==> config.mk <==
export PLATFORM = sky130hd
export DESIGN_NAME = spwm_mul_unit
export DESIGN_NICKNAME = d
export VERILOG_FILES = /design/src/rtl/spwm_pkg.sv /design/src/rtl/spwm_mul_unit.sv
export SDC_FILE = /design/constraint.sdc
export NUM_CORES = 1
export LEC_CHECK = 0
export ABC_AREA = 0
export BUFFER_PORTS_ARGS = -buffer_cell sky130_fd_sc_hd__buf_2
export CELL_PAD_IN_SITES_DETAIL_PLACEMENT = 1
export CELL_PAD_IN_SITES_GLOBAL_PLACEMENT = 2
export CORE_MARGIN = 2
export CORE_UTILIZATION = 38
export DETAILED_ROUTE_END_ITERATION = 6
export PLACE_DENSITY_LB_ADDON = 0.1
export SETUP_SLACK_MARGIN = 0.5
export SLEW_MARGIN = 30
export SYNTH_ARGS = -nofsm -noshare
export SYNTH_HDL_FRONTEND = slang
export SYNTH_SLANG_ARGS = --single-unit
==> constraint.sdc <==
create_clock -name vclk -period 14.1
set_input_delay 3.525 -clock vclk [all_inputs]
set_output_delay 3.525 -clock vclk [all_outputs]
set_load 0.01 [all_outputs]
==> src/rtl/spwm_pkg.sv <==
// Shared types and constants for the half-sine SPWM compare generator.
// No dependencies; used by every module of the block.
package spwm_pkg;

  // Field and register widths
  localparam int unsigned PHASE_W   = 32;
  localparam int unsigned PERIOD_W  = 16;
  localparam int unsigned PCT_W     = 7;
  localparam int unsigned AMP_W     = 11;
  localparam int unsigned ROM_W     = 13;
  localparam int unsigned SCALED_W  = 17;
  localparam int unsigned CMP_W     = 16;
  localparam int unsigned MUL_A_W   = 17;
  localparam int unsigned MUL_B_W   = 16;
  localparam int unsigned MUL_P_W   = MUL_A_W + MUL_B_W;
  localparam int unsigned CFG_IDX_W = 1;

  // Configuration register indexes
  localparam logic [CFG_IDX_W-1:0] REG_PHASE_INC  = 1'd0;
  localparam logic [CFG_IDX_W-1:0] REG_PWM_PERIOD = 1'd1;

  // Configuration reset values
  localparam logic [PHASE_W-1:0]  PHASE_INC_RST  = 32'd42949650;
  localparam logic [PERIOD_W-1:0] PWM_PERIOD_RST = 16'd1600;

  // Amplitude scaling: amp = pct*1024/100 = (pct*5243) >> 9 for pct <= 100
  localparam logic [PCT_W-1:0] PCT_MAX   = 7'd100;
  localparam int unsigned      AMP_PROD_W = 20;
  localparam logic [AMP_PROD_W-1:0] AMP_RECIP = 20'd5243;

  // Sequencer steps
  typedef enum logic [1:0] {
    SEQ_IDLE,
    SEQ_ADDR,
    SEQ_SCALE,
    SEQ_AMP
  } seq_state_t;

endpackage

==> src/rtl/spwm_mul_unit.sv <==
// Shared multiplier of the compare path with its operand selection.
// Used once for period scaling and once for amplitude scaling. Depends on spwm_pkg.
module spwm_mul_unit (
  input  spwm_pkg::seq_state_t             step,
  input  logic [spwm_pkg::ROM_W-1:0]       rom_data,
  input  logic [spwm_pkg::PERIOD_W-1:0]    pwm_period,
  input  logic [spwm_pkg::SCALED_W-1:0]    scaled,
  input  logic [spwm_pkg::AMP_W-1:0]       amp,
  output logic [spwm_pkg::MUL_P_W-1:0]     product
);

  logic [spwm_pkg::MUL_A_W-1:0] op_a;
  logic [spwm_pkg::MUL_B_W-1:0] op_b;

  // Pick operands for the current step
  always_comb begin
    case (step)
      spwm_pkg::SEQ_SCALE: begin
        op_a = spwm_pkg::MUL_A_W'(rom_data);
        op_b = pwm_period;
      end
      spwm_pkg::SEQ_AMP: begin
        op_a = scaled;
        op_b = spwm_pkg::MUL_B_W'(amp);
      end
      default: begin
        op_a = '0;
        op_b = '0;
      end
    endcase
  end

  assign product = spwm_pkg::MUL_P_W'(op_a) * spwm_pkg::MUL_P_W'(op_b);

endmodule

==> results_dict.tcl <==
set metrics [dict create \
    drc_errors 0 \
    vias_per_cell 4.960 \
    hold_violations 0 \
    n_antenna_cell 0 \
    muxShareOfSynthArea 0.02889 \
    critical_path_required_ns 10.57 \
    syn-instance-count 1116 \
    count_of_warnings_emitted_by_yosys 0 \
    worstMarginPinSlew_ns 0.8043 \
    drtIter0Drc 334 \
    seqCellArea_um2 0 \
    synthTopCellsByArea "fa_1, ha_1, inv_1" \
    most_used_standard_cell_by_instance_count_after_synthesis "inv_1" \
    synth_top_cells_by_count "inv_1, fa_1, nand2_1" \
    floorplan.initialDensity 0.3845 \
    hold_buffers 0 \
    timing.final.max_slew_violations 0 \
    fin_tns_setup_ns 0 \
    via_count 7609 \
    timing.setup.critical_path_class "input pin to primary output" \
    worstHoldPathType "input pin to primary output" \
    io_pins 92 \
    synth.top_cell.area_share 0.4493 \
    die_y_um 160.2 \
    synth_fa_ha_area_frac 0.5911 \
    routed_wirelength_mm 28.78 \
    synth_area_leader_cell "fa_1" \
    final_layout_size_suffix_gt1_frac 0.1421 \
    grt_pass1_wl_mm 47.05 \
    place_congestion 0.8483 \
    layout.cell_area.non_filler_um2 10320 \
    placement.cell_area_um2 10270 \
    worst_hold_startpoint "pwm_period[0]" \
    gr_usage_total 0.2326 \
    global_route.overflow_total 0 \
    design_power_total_uw 617.4 \
    max-vdd-ir-drop_mv 0.06913 \
    multi_input_area_um2 8312 \
    drtAntennaViolNets 0 \
    place.detailed.hpwl_mm 25.64 \
    crit_arrival_ns 9.73 \
    grt_antenna_before_repair 0 \
    chipWidth_um 160.2 \
    synthesized_area_um2 9268 \
    cellLeakagePower_uw 0.005467 \
    finalSetupViolations 0 \
    status "complete, no violations" \
    layout.cells.non_filler 1534 \
    synth.lib_cells_used.distinct 49 \
    post-cts-setup-buffers 0 \
    critPathMaxFanout 31 \
    synth-compound-area-share 0.06494 \
    max_cap_violations 0 \
    synth-seq-area-share 0 \
    yosys.area_share.simple 0.1708 \
    core_area_um2 24110 \
    synth_top_family_by_area "adder cells" \
    synthXorXnorAreaFrac 0.02835 \
    fillerInstances 2984 \
    endpoint "product[24]" \
    worst_slack_ns 0.8483 \
    grt_pass1_vias 8446 \
    finish.net_count 1584 \
    pwr_density_cell_nw_per_um2 59.81 \
    post-place-cells 1534 \
    worst_slew_margin_rel 0.4581 \
    grt_max_degree 55 \
    area_delta_synth_final_pct 11.40 \
    cp-end-kind "primary output" \
    detailedRoute.firstPassIterationCount 4 \
    timing.critical_path.from_type "input pin" \
    place_ws_ns 0.3357 \
    crit_path_start "step[0]" \
    placement.io_buffers 91 \
    n_clock_buffer 0 \
    die_area_um2 25650 \
    grt_setup_unrepaired "false" \
    fin_crit_sh 0.9398 \
    max_clock_freq_mhz 75.46 \
    std_cell_rows 57 \
    syn-mean-instance-area_um2 8.304 \
    route.detailed.wl_per_inst_um 18.76 \
    min_cycle_time_layout_ns 13.25 \
    seq_cells 0 \
]
## logic make-up (layout without fill, tap and decap cells)
logic type | Yosys count | count (layout)
AOI/OAI and AO/OA | 89 | 89
xor gates and xnor gates | 30 | 30
adders and majority gates | 313 | 313
buffers and inverters | 283 | 359
muxes | 24 | 24
other | 2 | 20
and+or+nand+nor | 375 | 375
## worst max-delay path, stage by stage
cell	delay, ns
buf_6	0.23
mux2_2	0.22
and2_1	0.45
nand2_1	0.15
fa_1	0.56
inv_1	0.06
fa_1	0.64
fa_1	0.49
fa_1	0.48
fa_1	0.50
inv_1	0.05
fa_1	0.47
inv_1	0.04
ha_1	0.32
and3_1	0.22
and2_1	0.16
o21ai_0	0.13
o311ai_2	0.45
o21ai_1	0.16
nand2_1	0.11
xor2_1	0.15
buf_2	0.15
## placed cells by master, fill, tap and decap left out, drive strengths merged, types with 2 or more instances in the layout
master    n
nor4      3
nand3    20
and3      6
a21oi    30
a31oi     4
o21a      3
mux2i     2
nor2    130
xnor2    20
a21boi    4
o21ai    14
fa      208
a211oi    3
a21o     14
nor2b     6
nand4     9
ha      105
conb     20
and2     25
buf     122
mux2     22
o21bai    5
nor3      5
nand2   167
inv     236
xor2     10
## routing by layer
metal  GRT usage  share of wire  vias to the layer above  wire length, um
met4     0.03276          0.017                        0              486
li1            -              -                     3543                -
met1      0.3401           0.47                     3844            13530
met2      0.3754           0.45                      201            12940
met3     0.03377          0.064                       21             1830
met5           0              0                        -                0
## report_power, final
group          switching [uW]  internal (uW)
combinational             370            248
clock                       0              0
sequential                  0              0
total                     370            248
## final cells by class
type / count / share of cell area
timing repair buffer: 123 / 0.06981
multi-input combinational: 851 / 0.8051
inverter: 236 / 0.08581
tap: 324 / 0.03927
## worst min-delay path by stage
stage / to / slack, ns / cells past startpoint
finish: product[0] / 7.67 / 5
global route: product[0] / 7.76 / 5
CTS: product[0] / 7.67 / 5
detailed placement: product[0] / 7.67 / 5
global placement: product[0] / 7.67 / 5
floorplan: product[0] / 7.47 / 3
## per-stage QoR
step                hold slack, ns  utilization
floorplan                    7.466            -
global placement             7.673       0.4259
detailed placement           7.668       0.4259
CTS                          7.669       0.4260
global route                 7.759       0.4283
finish                       7.666       0.4283
## repair_timing
item / 4_1_cts / 5_1_grt
gates resized for setup: 1 / 24
cloned: 0 / 0
endpoints found under the setup margin: 11 / 16
Note: power is estimated with default switching activity, not from simulation.
